**config.mk**
```make
export PLATFORM = sky130hd
export DESIGN_NAME = rspe_free_stack
export DESIGN_NICKNAME = d
export VERILOG_FILES = /design/src/hdl/request_slot_pool_with_expiry_macros.svh /design/src/hdl/rspe_pkg.sv /design/src/hdl/rspe_free_stack.sv
export SDC_FILE = /design/constraint.sdc
export NUM_CORES = 1
export LEC_CHECK = 0
export ABC_CLOCK_PERIOD_IN_PS = 6730
export BUFFER_PORTS_ARGS = -buffer_cell sky130_fd_sc_hd__buf_2
export CAP_MARGIN = 25
export CORE_ASPECT_RATIO = 0.75
export CORE_MARGIN = 2
export CORE_UTILIZATION = 45
export CTS_BUF_LIST = sky130_fd_sc_hd__clkbuf_8
export DETAILED_ROUTE_END_ITERATION = 6
export GPL_TIMING_DRIVEN = 0
export MAX_ROUTING_LAYER = met4
export PLACE_DENSITY = 0.7
export SLEW_MARGIN = 20
export SYNTH_ARGS = -nofsm -noshare
export SYNTH_HDL_FRONTEND = slang
export SYNTH_SLANG_ARGS = --single-unit
```
**constraint.sdc**
```tcl
create_clock -name aclk -period 6.73 [get_ports aclk]
set_input_delay 1.346 -clock aclk [delete_from_list [all_inputs] [get_ports aclk]]
set_output_delay 1.346 -clock aclk [all_outputs]
set_load 0.01 [all_outputs]
```
**src/hdl/request_slot_pool_with_expiry_macros.svh**
```systemverilog
// ---------------------------------------------------------------------------
// Assertion macros for the request slot pool
// Shared property wrappers, clocked on aclk and held off during reset.
// ---------------------------------------------------------------------------
`ifndef REQUEST_SLOT_POOL_WITH_EXPIRY_MACROS_SVH
`define REQUEST_SLOT_POOL_WITH_EXPIRY_MACROS_SVH

// Same-cycle implication
`define RSPE_ASSERT_IMP(lbl, ante, cons, msg) \
    lbl: assert property (@(posedge aclk) disable iff (!aresetn) (ante) |-> (cons)) \
        else $error(msg);

// Next-cycle implication
`define RSPE_ASSERT_NXT(lbl, ante, cons, msg) \
    lbl: assert property (@(posedge aclk) disable iff (!aresetn) (ante) |=> (cons)) \
        else $error(msg);

`endif

```
**src/hdl/rspe_pkg.sv**
```systemverilog
`timescale 1ns / 1ps
`default_nettype none
// ---------------------------------------------------------------------------
// rspe_pkg
// Types, codes and widths shared by the request slot pool modules.
// ---------------------------------------------------------------------------
package rspe_pkg;

    // Default sizing
    localparam int SLOTS_DEF    = 64;
    localparam int GEN_BITS_DEF = 32;

    // Stream word widths
    localparam int S_TDATA_W = 272;
    localparam int S_TUSER_W = 3;
    localparam int M_TDATA_W = 184;
    localparam int M_TUSER_W = 1;

    // Command codes
    localparam logic [2:0] CMD_RESERVE     = 3'd0;
    localparam logic [2:0] CMD_COMMIT      = 3'd1;
    localparam logic [2:0] CMD_RELEASE     = 3'd2;
    localparam logic [2:0] CMD_LOOKUP      = 3'd3;
    localparam logic [2:0] CMD_POP_EXPIRED = 3'd4;

    // Slot status codes
    localparam logic [1:0] ST_FREE     = 2'd0;
    localparam logic [1:0] ST_RESERVED = 2'd1;
    localparam logic [1:0] ST_ACTIVE   = 2'd2;

    // One row of the slot table (generation kept in its own array)
    typedef struct packed {
        logic [1:0]  status;
        logic [63:0] tag;
        logic [63:0] due;
    } slot_row_t;

    // Free stack operation
    typedef struct packed {
        logic init;
        logic push;
        logic pop;
    } stk_op_t;

    // Scan unit control
    typedef struct packed {
        logic clear;
        logic feed;
        logic busy;
    } scan_ctl_t;

    // Index width for a table of n entries
    function automatic int idx_width(input int n);
        return (n > 1) ? $clog2(n) : 1;
    endfunction

endpackage
`default_nettype wire

```
**src/hdl/rspe_free_stack.sv**
```systemverilog
`timescale 1ns / 1ps
`default_nettype none
// ---------------------------------------------------------------------------
// rspe_free_stack
// LIFO of free slot indices with a depth counter and a registered top read.
// ---------------------------------------------------------------------------
module rspe_free_stack #(
    parameter int SLOTS = rspe_pkg::SLOTS_DEF
) (
    input  wire logic                                   aclk,
    input  wire logic                                   aresetn,
    input  wire rspe_pkg::stk_op_t                      op,
    input  wire logic [rspe_pkg::idx_width(SLOTS)-1:0]  slot_in,  // init index or pushed slot
    output logic      [rspe_pkg::idx_width(SLOTS)-1:0]  top,      // valid the cycle after pop
    output logic      [$clog2(SLOTS+1)-1:0]             depth
);
    import rspe_pkg::*;

    localparam int SLOT_W = idx_width(SLOTS);
    localparam int CNT_W  = $clog2(SLOTS + 1);

    logic [SLOT_W-1:0] stack_mem [SLOTS];
    logic [CNT_W-1:0]  depth_reg, depth_next;
    logic [SLOT_W-1:0] top_reg;
    logic [CNT_W-1:0]  rd_ptr;
    logic              wr_en;
    logic [SLOT_W-1:0] wr_ptr;
    logic [SLOT_W-1:0] wr_val;

    assign rd_ptr = depth_reg - CNT_W'(1);

    // Write port and depth update; the clearing pass loads descending indices
    always_comb begin
        depth_next = depth_reg;
        wr_en      = 1'b0;
        wr_ptr     = slot_in;
        wr_val     = slot_in;
        priority if (op.init) begin
            wr_en  = 1'b1;
            wr_val = SLOT_W'(SLOTS - 1) - slot_in;
        end else if (op.push && (depth_reg < CNT_W'(SLOTS))) begin
            wr_en      = 1'b1;
            wr_ptr     = depth_reg[SLOT_W-1:0];
            depth_next = depth_reg + CNT_W'(1);
        end else if (op.pop && (depth_reg != '0)) begin
            depth_next = rd_ptr;
        end
    end

    always_ff @(posedge aclk) begin
        if (!aresetn) begin
            depth_reg <= CNT_W'(SLOTS);
        end else begin
            depth_reg <= depth_next;
        end
    end

    // Stack memory, top of stack read every cycle
    always_ff @(posedge aclk) begin
        if (wr_en) begin
            stack_mem[wr_ptr] <= wr_val;
        end
        top_reg <= stack_mem[rd_ptr[SLOT_W-1:0]];
    end

    assign top   = top_reg;
    assign depth = depth_reg;

endmodule
`default_nettype wire

```
==> reports/qor.yml <==
logic_synthesis:
  syn_area_sq_um: 16100
  synth_largest_area_cell: "edfxtp_1"
  ys.flop_type: "edfxtp_1"
  synth_xor_area_share_pct: 0.933
  synthArstFlopShare_pct: 0
  synthAdderAreaFrac_pct: 0.155
  synthMuxAreaShare_pct: 13.9
  syn-num-nets: 917
  synth_top_family_by_area: "multiplexers"
  synth_top_area_share_pct: 71.6
  synth_compound_area_share_pct: 3.57
  synthTopCellsByCount: "edfxtp_1, nor2_1, mux4_2"
  synthCells: 904
  ys_top_cells_by_area: "edfxtp_1, mux4_2, nor2_1"
  yosysWarnings: 0
  synth_most_common_cell: "edfxtp_1"
  yosysSeqAreaShare_pct: 73.3
  yosysUniqueCellTypes: 55
  synth_enable_flop_cells: 384
  yosys_register_bits: 397
  yosys.area_share.simple_pct: 6.42
  avgSynthCellArea_sq_um: 17.8
final_layout:
  final_nets: 1011
  largest_reg_flops: 384
  antenna_cells: 0
  area_growth_pct: 13.5
  instances_no_fill: 1496
  drive_gt1_share_pct: 21.3
sta:
  max_slew_margin_pct: 38.2
  fmax_mhz: 206
  period_needed_ns: 4.86
  finalHoldViolCount: 0
  skew_ns: 0.0465
  hold_ws_ns: 0.604
  finalSetupViolCount: 0
  timing.final.crit_share_pct: 72.2
  slew_violations: 0
  rsz0062_at_grt: "false"
  worst_pin_slew_ns: 0.927
  tns_ns: 0
global_routing:
  grt_pass1_vias: 8685
  grt_usage_pct: 21.8
  use_met2_pct: 30.7
  grtUsageMet1_pct: 31.7
  grt_pass1_wl_um: 57400
  use_met3_pct: 5.74
  busiest_layer: "met1"
  antenna_found_initial: 0
  grt.overflow.total: 0
  grt_max_degree: 30
clock_network:
  cts-htree-levels: 2
  clk_path_buf_depth: 3
  cts_resized: 0
  cts_setup_buffers: 0
  ctsHoldBuffers: 0
  clk_latency_ns: 0.64
  clock_sinks: 397
  path_clk_slew_ns: 0.06
  cts-root-buf: "clkbuf_8"
  cts_tree: "built"
  cts_buffers: 57
routing:
  drtIter0Drc: 1286
  ant_nets: 0
  viasPerCell: 5.94
  drc_errors: 0
  drt_wl_total_um: 38900
  num_vias: 8879
  wire_per_inst_um: 26.0
  drtPass1Iterations: 5
run_status:
  status: "completed"
power_and_ir_drop:
  p_switching_mw: 1.69
  swShare_pct: 28.9
  power.density_nw_per_um2: 321
  intPower_mw: 4.17
  power_mw: 5.87
  p_clk_share_pct: 30.7
  total_leakage_power_nw: 5.96
  seqPwrFrac_pct: 47.9
  comb_power_share_pct: 21.4
  ir_worst_vdd_v: 0.000177
die:
  fp-row-count: 59
  die_w_um: 222
  start_util_pct: 46.0
  die_h_um: 168
  core-area_sq_um: 35000
  io-pin-count: 24
  die_area_sq_um: 37300
setup_path:
  critical_path.max_fanout: 10
  cp.required_ns: 7.20
  worst_path_max_delay_cell: "clkbuf_1"
  cp-end-kind: "flip-flop"
  max_stage_delay_ns: 0.76
  worst_path_dominant_cell_family: "buffers and inverters"
  rrSetupSlack_ns: 1.87
  start_kind: "flip-flop"
  worstPathArrival_ns: 5.33
  path_cells: "buf_2 -> buf_2 -> inv_1 -> buf_2 -> ha_1 -> buf_2 -> clkbuf_1 -> clkbuf_1 -> mux4_2 -> mux2i_1 -> a211o_1 -> nand2_1"
  critPathBufInv: 7
  criticalPathCategory: "reg -> reg"
  cpMostUsedCell: "buf_2"
min_path:
  hp-class: "reg -> reg"
place:
  place.gp.congestion: 0.968
  port_buffers: 23
  dp_cells: 1396
  hpwl_um: 26400
run:
  max_cap_viol_count: 0
power by group through the flow:
| stage | Sequential, mW | Clock (mW) | Combinational, mW |
|---|---|---|---|
| after floorplan | 2.87 | 0 | 0.756 |
| after global placement | 2.88 | 0 | 1.17 |
| after detailed placement | 2.86 | 0 | 1.24 |
| after CTS | 2.81 | 1.81 | 1.24 |
| after global routing | 2.81 | 1.93 | 1.32 |
| final | 2.81 | 1.80 | 1.26 |
routing by layer:
layer,vias up,wire length (um)
li1,3783,-
met1,4527,16900
met2,490,16900
met3,79,4200
met4,0,940
met5,-,0
worst paths after layout:
path / depth (start not counted) / from / endpoint
max: 12 / depth[0]$_SDFFE_PN0P_ / top[3]$_DFF_P_
min: 2 / depth[6]$_SDFFE_PN1P_ / depth[6]$_SDFFE_PN1P_
max reg2reg: 12 / depth[0]$_SDFFE_PN0P_ / top[3]$_DFF_P_
min reg2reg: 2 / depth[6]$_SDFFE_PN1P_ / depth[6]$_SDFFE_PN1P_
area by class of cell:
class | count | area (sq um)
Fill cell | 2837 | 16700
Buffer | 47 | 263
Inverter | 6 | 22.5
Sequential cell | 397 | 11800
Multi-Input combinational cell | 454 | 4130
Tap cell | 457 | 572
Clock buffer | 60 | 826
Timing Repair Buffer | 35 | 445
Clock inverter | 40 | 219
cells by family after synthesis:
| kind of cell | after synthesis |
|---|---|
| mux | 114 |
| compound gates | 81 |
| buf+inv | 53 |
| xor+xnor | 15 |
| flops | 397 |
| simple gates | 242 |
| fa+ha+maj | 2 |
worst register-to-register path, cell delays in order, from the launching register on:
cell      delay, ns
dfxtp_1        0.40
buf_2          0.29
buf_2          0.45
inv_1          0.18
buf_2          0.27
ha_1           0.31
buf_2          0.21
clkbuf_1       0.68
clkbuf_1       0.77
mux4_2         0.44
mux2i_1        0.42
a211o_1        0.21
nand2_1        0.10
cells in the final DEF (no fill, tap or decap), types with 6 or more instances in the layout:
cell	count
inv_1	28
xnor2_1	7
a31oi_1	11
nand3_1	18
buf_16	12
clkbuf_8	60
a32oi_1	6
xor2_4	7
clkinv_2	6
and2_1	7
mux2_2	10
a211o_1	10
clkinv_1	8
o21ai_0	16
mux4_1	9
edfxtp_1	384
clkbuf_1	25
o22ai_1	6
mux2i_1	20
dfxtp_1	13
nor2_1	121
buf_2	38
mux4_2	75
nand2b_1	8
nand2_1	67
stage by stage:
stage                     util (%)  setup WS (ns)  area [sq um]
after global placement        48.0         0.0103         16800
after CTS                     52.2           1.90         18300
after global routing          52.2           1.68         18300
after detailed placement      49.2           1.88         17200
final                         52.2           1.87         18300
after floorplan                  -           2.72         16100
(Power assumes the default switching activity.)
