==> src/hdl/request_slot_pool_with_expiry_macros.svh <==
// ---------------------------------------------------------------------------
// Assertion macros for the request slot pool
// Shared property wrappers, clocked on aclk and held off during reset.
// ---------------------------------------------------------------------------
`ifndef REQUEST_SLOT_POOL_WITH_EXPIRY_MACROS_SVH
`define REQUEST_SLOT_POOL_WITH_EXPIRY_MACROS_SVH

// Same-cycle implication
`define RSPE_ASSERT_IMP(lbl, ante, cons, msg) \
    lbl: assert property (@(posedge aclk) disable iff (!aresetn) (ante) |-> (cons)) \
        else $error(msg);

// Next-cycle implication
`define RSPE_ASSERT_NXT(lbl, ante, cons, msg) \
    lbl: assert property (@(posedge aclk) disable iff (!aresetn) (ante) |=> (cons)) \
        else $error(msg);

`endif

==> src/hdl/rspe_pkg.sv <==
`timescale 1ns / 1ps
`default_nettype none
// ---------------------------------------------------------------------------
// rspe_pkg
// Types, codes and widths shared by the request slot pool modules.
// ---------------------------------------------------------------------------
package rspe_pkg;

    // Default sizing
    localparam int SLOTS_DEF    = 64;
    localparam int GEN_BITS_DEF = 32;

    // Stream word widths
    localparam int S_TDATA_W = 272;
    localparam int S_TUSER_W = 3;
    localparam int M_TDATA_W = 184;
    localparam int M_TUSER_W = 1;

    // Command codes
    localparam logic [2:0] CMD_RESERVE     = 3'd0;
    localparam logic [2:0] CMD_COMMIT      = 3'd1;
    localparam logic [2:0] CMD_RELEASE     = 3'd2;
    localparam logic [2:0] CMD_LOOKUP      = 3'd3;
    localparam logic [2:0] CMD_POP_EXPIRED = 3'd4;

    // Slot status codes
    localparam logic [1:0] ST_FREE     = 2'd0;
    localparam logic [1:0] ST_RESERVED = 2'd1;
    localparam logic [1:0] ST_ACTIVE   = 2'd2;

    // One row of the slot table (generation kept in its own array)
    typedef struct packed {
        logic [1:0]  status;
        logic [63:0] tag;
        logic [63:0] due;
    } slot_row_t;

    // Free stack operation
    typedef struct packed {
        logic init;
        logic push;
        logic pop;
    } stk_op_t;

    // Scan unit control
    typedef struct packed {
        logic clear;
        logic feed;
        logic busy;
    } scan_ctl_t;

    // Index width for a table of n entries
    function automatic int idx_width(input int n);
        return (n > 1) ? $clog2(n) : 1;
    endfunction

endpackage
`default_nettype wire

==> src/hdl/rspe_scan_unit.sv <==
`timescale 1ns / 1ps
`default_nettype none
// ---------------------------------------------------------------------------
// rspe_scan_unit
// Deadline comparator: keeps the earliest due, non-free slot over a row sweep.
// ---------------------------------------------------------------------------
module rspe_scan_unit #(
    parameter int SLOTS = rspe_pkg::SLOTS_DEF
) (
    input  wire logic                                   aclk,
    input  wire logic                                   aresetn,
    input  wire rspe_pkg::scan_ctl_t                    ctl,
    input  wire logic [rspe_pkg::idx_width(SLOTS)-1:0]  entry_idx,
    input  wire logic [63:0]                            entry_due,
    input  wire logic [63:0]                            now,
    output logic                                        found,
    output logic      [rspe_pkg::idx_width(SLOTS)-1:0]  best_idx,
    output logic      [63:0]                            best_due
);
    import rspe_pkg::*;

    localparam int SLOT_W = idx_width(SLOTS);

    logic              found_reg;
    logic [SLOT_W-1:0] best_idx_reg;
    logic [63:0]       best_due_reg;
    logic              due_hit;
    logic              better;
    logic              take;

    // Strictly earlier wins, so ties stay with the lower index
    assign due_hit = ctl.busy && (entry_due <= now);
    assign better  = !found_reg || (entry_due < best_due_reg);
    assign take    = ctl.feed && due_hit && better;

    always_ff @(posedge aclk) begin
        if (!aresetn) begin
            found_reg <= 1'b0;
        end else if (ctl.clear) begin
            found_reg <= 1'b0;
        end else if (take) begin
            found_reg <= 1'b1;
        end
    end

    always_ff @(posedge aclk) begin
        if (take) begin
            best_idx_reg <= entry_idx;
            best_due_reg <= entry_due;
        end
    end

    assign found    = found_reg;
    assign best_idx = best_idx_reg;
    assign best_due = best_due_reg;

endmodule
`default_nettype wire

==> config.mk <==
export PLATFORM = sky130hd
export DESIGN_NAME = rspe_scan_unit
export DESIGN_NICKNAME = d
export VERILOG_FILES = /design/src/hdl/request_slot_pool_with_expiry_macros.svh /design/src/hdl/rspe_pkg.sv /design/src/hdl/rspe_scan_unit.sv
export SDC_FILE = /design/constraint.sdc
export NUM_CORES = 1
export LEC_CHECK = 0
export ABC_AREA = 1
export BUFFER_PORTS_ARGS = -buffer_cell sky130_fd_sc_hd__buf_2
export CAP_MARGIN = 20
export CORE_UTILIZATION = 50
export DETAILED_ROUTE_END_ITERATION = 10
export PLACE_DENSITY_LB_ADDON = 0.08
export SETUP_SLACK_MARGIN = 0.5
export SYNTH_ARGS = -nofsm -noshare
export SYNTH_HDL_FRONTEND = slang
export SYNTH_SLANG_ARGS = --single-unit
==> constraint.sdc <==
create_clock -name aclk -period 7.8 [get_ports aclk]
set_input_delay 1.56 -clock aclk [delete_from_list [all_inputs] [get_ports aclk]]
set_output_delay 1.56 -clock aclk [all_outputs]
set_load 0.005 [all_outputs]
==> results of run 1 <==
-- final timing paths --
check                      from           end  cells past startpoint
setup / recovery  entry_due[57]  best_due[31]                     12
hold / removal            found         found                      2
setup reg to reg   best_due[57]  best_due[31]                     12
hold reg to reg           found         found                      2
-- Yosys cell counts, drive strengths merged --
cell type,n
edfxtp,70
nor3,4
a211oi,1
nand3b,1
a21o,2
inv,154
nor4,4
nor3b,1
o211ai,1
a21oi,64
o21ai,19
nand3,10
nor2,24
o21a,6
ha,127
o21bai,1
nand2,107
dfxtp,1
nand4,9
-- cell usage in the layout, fill, tap and decap left out, types with 2 or more instances in the layout --
master and instances:
nor2_1 23, nor4_1 2, nand4_1 9, edfxtp_1 70, nand2_1 106, o21ai_0 11
clkbuf_8 9, inv_2 5, a21oi_1 63, inv_1 149, nand3_1 10, o21a_1 6
ha_1 127, o21ai_1 8, nor3_2 2, buf_2 209, nor3_1 2, clkbuf_1 5
clkinv_1 2, a21o_1 2
-- power breakdown --
group          internal, mW  total (mW)  switching [mW]
clock network         0.114       0.250           0.136
registers             0.440       0.447         0.00716
logic                0.0957       0.218           0.122
total                 0.650       0.915           0.265
-- stage by stage --
| stage | setup slack (ns) | instances | total power, mW | util | hold WS (ns) |
|---|---|---|---|---|---|
| floorplan | 1.29 | 606 | 0.577 | - | 0.455 |
| CTS | 3.64 | 968 | 0.922 | 0.656 | 0.518 |
| global placement | 3.27 | 952 | 0.664 | 0.642 | 0.500 |
| detailed placement | 3.28 | 952 | 0.673 | 0.642 | 0.507 |
| finish | 3.62 | 968 | 0.915 | 0.656 | 0.511 |
| global route | 3.37 | 968 | 0.972 | 0.656 | 0.557 |
-- cell type report --
cell class,count,share of cell area
clock inverters,2,0.00109
clock buffers,14,0.0208
multi-input cells,381,0.407
repair buffers,210,0.153
well taps,136,0.0248
flip-flops and latches,71,0.309
inverters,154,0.0842
-- cells by family after synthesis --
family / count (synthesis)
and+or+nand+nor: 160
buffers and inverters: 154
adders and majority gates: 127
AOI/OAI and AO/OA: 94
DFF: 71
-- worst max-delay path, cell delays in order --
cell	delay (ns)
buf_2	0.12
ha_1	0.31
nand2_1	0.07
inv_1	0.04
o21ai_0	0.18
nand2_1	0.09
a21oi_1	0.14
nand2_1	0.10
a21oi_1	0.18
nand2_1	0.12
a21oi_4	0.51
buf_4	0.71
-- per-layer routing --
metal | GRT usage | share of wire
met2 | 0.416 | 0.47
met5 | 0 | 0
met1 | 0.291 | 0.44
met4 | 0.0949 | 0.023
met3 | 0.0450 | 0.063
==> metrics.md, run 1 <==
| Metric | Value |
|---|---|
| Synth area leaders | edfxtp_1, ha_1, inv_1 |
| Ant diodes | 0 |
| # resized after CTS | 0 |
| Ys Warns | 0 |
| Largest net degree at the start of global routing | between 50 and 60 |
| Hold Violations, Final | 0 |
| Fin crit share | 0.536 |
| Post-Synth XOR/XNOR Area | 0 |
| Sequential fraction of the synthesis area | 0.387 |
| Startpoint Class | primary input |
| Max_cap viols | 0 |
| WP data arrival | ~4.2 ns |
| Top cell type's share of synthesized area | 0.383 |
| DR WL/cell | between 10 and 15 microns |
| Yosys cell types | 26 |
| Number of synthesized register bits | between 70 and 80 |
| Htree depth | 3 |
| Iter 0 DRT Violations | 228 |
| Clk slew on worst S/H paths | ~0.070 ns |
| Maximum fanout along the worst path | 53 |
| Fillers | 910 |
| Syn Area/Cell | slightly above 9 sq um |
| Post-synthesis cell count | 606 |
| Post-DP Area | 6720 sq um |
| Die Ht | about 110 microns |
| Cell area after synthesis | about 5500 sq um |
| Unrepaired setup endpoints after global routing | false |
| CTS tree | yes |
| Post-route ant nets | 0 |
| Remaining Overflow, GRT | 0 |
| Worst hold path class | reg2reg |
| Critical Setup Path Class | in2reg |
| Num CTS Buffers | 9 |
| Worst-skew pair later-pin latency | about 0.35 ns |
| # IOs | 210 |
| Initial Util | 0.524 |
| # hold bufs at CTS | 0 |
| Leak | 3.86 nW |
| Vias | roughly 4,800 |
| Maximum vdd drop | approximately 0.071 mV |
| Number of setup violations in the final report | 0 |
| Vias in the first global route | 4,905 |
| Register area | about 2100 sq um |
| Leading area contributor after synthesis | edfxtp_1 |
| Global Route Usage Sum | 0.239 |
| Largest family of logic cells by synthesized area | adder cells |
| Multi-input logic area | roughly 2800 sq um |
| Setup TNS Final | 0 ns |
| Share of cells above drive strength 1 | 0.278 |
| Syn_nets | slightly below 900 |
| Die extent in x | about 110 microns |
| Measured slew at the worst slew-check pin | about 0.75 ns |
| Slew Viols, Final | 0 |
| First-pass GRT wire length | approximately 21,000 microns |
| P&R area growth vs syn | 25.3% |
| CTS sink cnt | between 70 and 80 |
| Req. time, crit path | approximately 8 ns |
| Peak Freq | 239 MHz |
| Fraction of the mapped netlist area in adder cells | 0.290 |
| Slew HR | 0.502 |
| Power per cell area | 133 nW/um^2 |
| Final HPWL DP | 10,900 microns |
| Placer Congestion | between 0.8 and 0.9 |
| Postcts setup bufs | 0 |
| CTS max path bufs | 2 |
| R2R Setup Slk | approximately 4.6 ns |
| Post-Synth Simple-Gate Area | 0.127 |
| Nets | 1,093 |
| Vias per inst | around 4.9 |
| DRT Wirelength | 13,100 microns |
| Die area | 11,400 sq um |
| Final worst path period need | roughly 4.2 ns |
| Drt first pass iters | 4 |
| Core Box Area | 10,500 sq um |
| DRC Markers | 0 |
| Row cnt | 37 |
| Initial antenna violation count | 0 |
| Clock Skews | approximately 0.009 ns |
| CP Capture Type | register |
| Max reg flops | 64 |
| Root Driver | clkbuf_8 |
| IO buf count | 209 |
| Compound-Gate Fraction of Synth Area | 0.0908 |
| Status | completed |
| Finished Cell Area | around 6900 sq um |
| Mux contribution to synthesized area | 0 |
Note: power is estimated with default switching activity, not from simulation.
==> inputs of run 2 (changes only) <==
clock period = 4.27 ns   (was 7.8 ns; I/O delays follow)
==> metrics.md, run 2 (synthesis results as in run 1) <==
| Metric | Value |
|---|---|
| Worst Path Buf+Inv | 2 (-1) |
| Max_cap viols | 0 (unchanged) |
| Die area | 11,400 sq um (unchanged) |
| Most frequent cells in the layout | buf_2, inv_1, ha_1 |
| Final worst path period need | 2.88 ns |
| Switching power share of the total | 0.274 (-0.0162) |
| Root Driver | clkbuf_8 |
| First-pass GRT wire length | 21,100 microns (-0.97%) |
| Post-DP Area | 6720 sq um (+0.11%) |
| Finished Cell Area | 6930 sq um (+0.86%) |
| Most common library cell in the layout ignoring fill and taps | buf_2 |
| Num CTS Buffers | 9 (unchanged) |
| Drt first pass iters | 4 (unchanged) |
| Measured slew at the worst slew-check pin | 0.489 ns (-0.258 ns) |
| Die Ht | 107 microns (unchanged) |
| Slew HR | 0.671 (+0.169) |
| CTS max path bufs | 2 (unchanged) |
| Postcts setup bufs | 0 (unchanged) |
| Global Route Usage Sum | 0.238 (-0.00121) |
| Final Util | 0.662 (+0.00562) |
| Clock Skews | 0.0108 ns (+0.00156 ns) |
| Logic gate share of total power | 0.222 (-0.016) |
| Worst path most repeated cell | nand2_1 |
| Fin crit share | 0.675 |
| CP Capture Type | register |
| Placer Congestion | 0.869 (-1.8%) |
| DRC Markers | 0 (unchanged) |
| Ant diodes | 0 (unchanged) |
| Vias per inst | 4.96 (+0.31%) |
| Status | completed |
| Share of cells above drive strength 1 | 0.284 (+0.00601) |
| Nets | 1,094 (+0.091%) |
| # IOs | 210 (unchanged) |
| DRT Wirelength | 13,200 microns (+0.54%) |
| Leak | 3.89 nW (+0.91%) |
| Unrepaired setup endpoints after global routing | false |
| Number of setup violations in the final report | 0 (unchanged) |
| Vias in the first global route | 4,790 (-2.3%) |
| Maximum fanout along the worst path | 38 (-28%) |
| Iter 0 DRT Violations | 195 (-14%) |
| DR WL/cell | 13.6 microns (+0.54%) |
| Htree depth | 3 (unchanged) |
| Maximum vdd drop | 0.165 mV (+130%) |
| Final HPWL DP | 11,200 microns (+2.9%) |
| CTS sink cnt | 71 (unchanged) |
| Req. time, crit path | 4.26 ns (-3.52 ns) |
| Initial Util | 0.524 (unchanged) |
| Clk slew on worst S/H paths | 0.08 ns (about the same) |
| Row cnt | 37 (unchanged) |
| Peak Freq | between 300 and 400 MHz |
| Setup WS post-layout | 1.39 ns (-2.23 ns) |
| Setup TNS Final | 0 ns (unchanged) |
| Crit-path cells | buf_2 -> ha_1 -> a21oi_1 -> o21a_1 -> nand2_1 -> nand2_1 -> nand2_1 -> a21oi_1 -> nand2_1 -> nand2_1 -> nand2_1 -> a21oi_4 -> buf_4 |
| Slew Viols, Final | 0 (unchanged) |
| Max reg flops | 64 (unchanged) |
| Largest net degree at the start of global routing | 39 (-28%) |
| # resized after CTS | 0 (unchanged) |
| Remaining Overflow, GRT | 0 (unchanged) |
| CP peak stage delay | 0.44 ns (-0.27 ns) |
| Post-route ant nets | 0 (unchanged) |
| CTS tree | yes |
| Vias | 4,802 (+0.31%) |
| Critical Setup Path Class | in2reg |
| P_sw | 490 uW (+85%) |
| Worst-skew pair later-pin latency | 0.35 ns (about the same) |
| Core Box Area | 10,500 sq um (unchanged) |
| Initial antenna violation count | 1 (+1) |
| Clk pwr share | 0.322 (+0.048) |
| P&R area growth vs syn | 26.3% |
| Pre-CTS setup slack | 1.02 ns (-2.26 ns) |
| Hold Violations, Final | 0 (unchanged) |
| Slowest cell on the critical path | buf_4 |
| IO buf count | 209 (unchanged) |
| Crit path max-delay family | compound AO/OA/AOI/OAI gates |
| Worst hold path class | reg2reg |
| # hold bufs at CTS | 0 (unchanged) |
| Cell Int Power | 1.30 mW (+100%) |
| Startpoint Class | primary input |
| Power per cell area | 259 nW/um^2 (+94%) |
| Reg power frac | 0.456 (-0.032) |
| WP data arrival | 2.87 ns (-1.30 ns) |
| Die extent in x | 107 microns (unchanged) |
-- run 2: changes by cell type in the layout (fill, tap and decap cells not counted) --
cell	before	now
clkinv_1	2	1
buf_4	1	2
clkbuf_1	5	1
clkinv_2	0	2
bufinv_16	0	2
-- run 2: power by group through the flow --
stage                     clock network, mW  registers, mW  logic (mW)
after global routing                  0.614          0.819       0.461
after global placement                    0          0.831       0.380
after detailed placement                  0          0.832       0.400
after CTS                             0.587          0.817       0.403
after floorplan                           0          0.835       0.217
final                                 0.576          0.816       0.398
-- run 2: metal layers --
metal | GRT usage | up-vias | part of all wire
met1 | 0.282 | 2168 | 0.42
met3 | 0.0468 | 15 | 0.066
met4 | 0.0744 | 2 | 0.013
li1 | - | 2464 | -
met5 | 0 | - | 0.00099
met2 | 0.431 | 153 | 0.50
-- run 2: through the flow --
stage | hold WS, ns | cells | power, mW
finish | 0.507 | 968 | 1.79
global route | 0.557 | 968 | 1.89
CTS | 0.512 | 968 | 1.81
detailed placement | 0.500 | 953 | 1.23
global placement | 0.490 | 953 | 1.21
floorplan | 0.489 | 606 | 1.05
-- run 2: layout make-up --
type	count	area (sq um)
fillers	954	3540
multi-input cells	381	2790
flip-flops and latches	71	2120
repair buffers	211	1060
inverters	154	578
well taps	136	170
clock buffers	10	128
clock inverters	5	73.8
-- run 2: worst reg2reg max path: stages (launching register included) --
cell      delay [ns]
edfxtp_1        0.41
inv_1           0.08
ha_1            0.23
a21oi_1         0.17
o21ai_0         0.12
nand2_1         0.08
o211ai_1        0.10
nor2_1          0.14
nand2_1         0.08
nand2_1         0.05
nand2_1         0.08
a21oi_4         0.14
buf_4           0.44
-- run 2: worst paths after layout --
kind,from,to,slack [ns],depth (start not counted)
max,entry_due[37],best_due[39],1.39,13
min,found,found,0.51,2
max reg2reg,best_due[27],best_due[39],1.76,12
min reg2reg,found,found,0.51,2
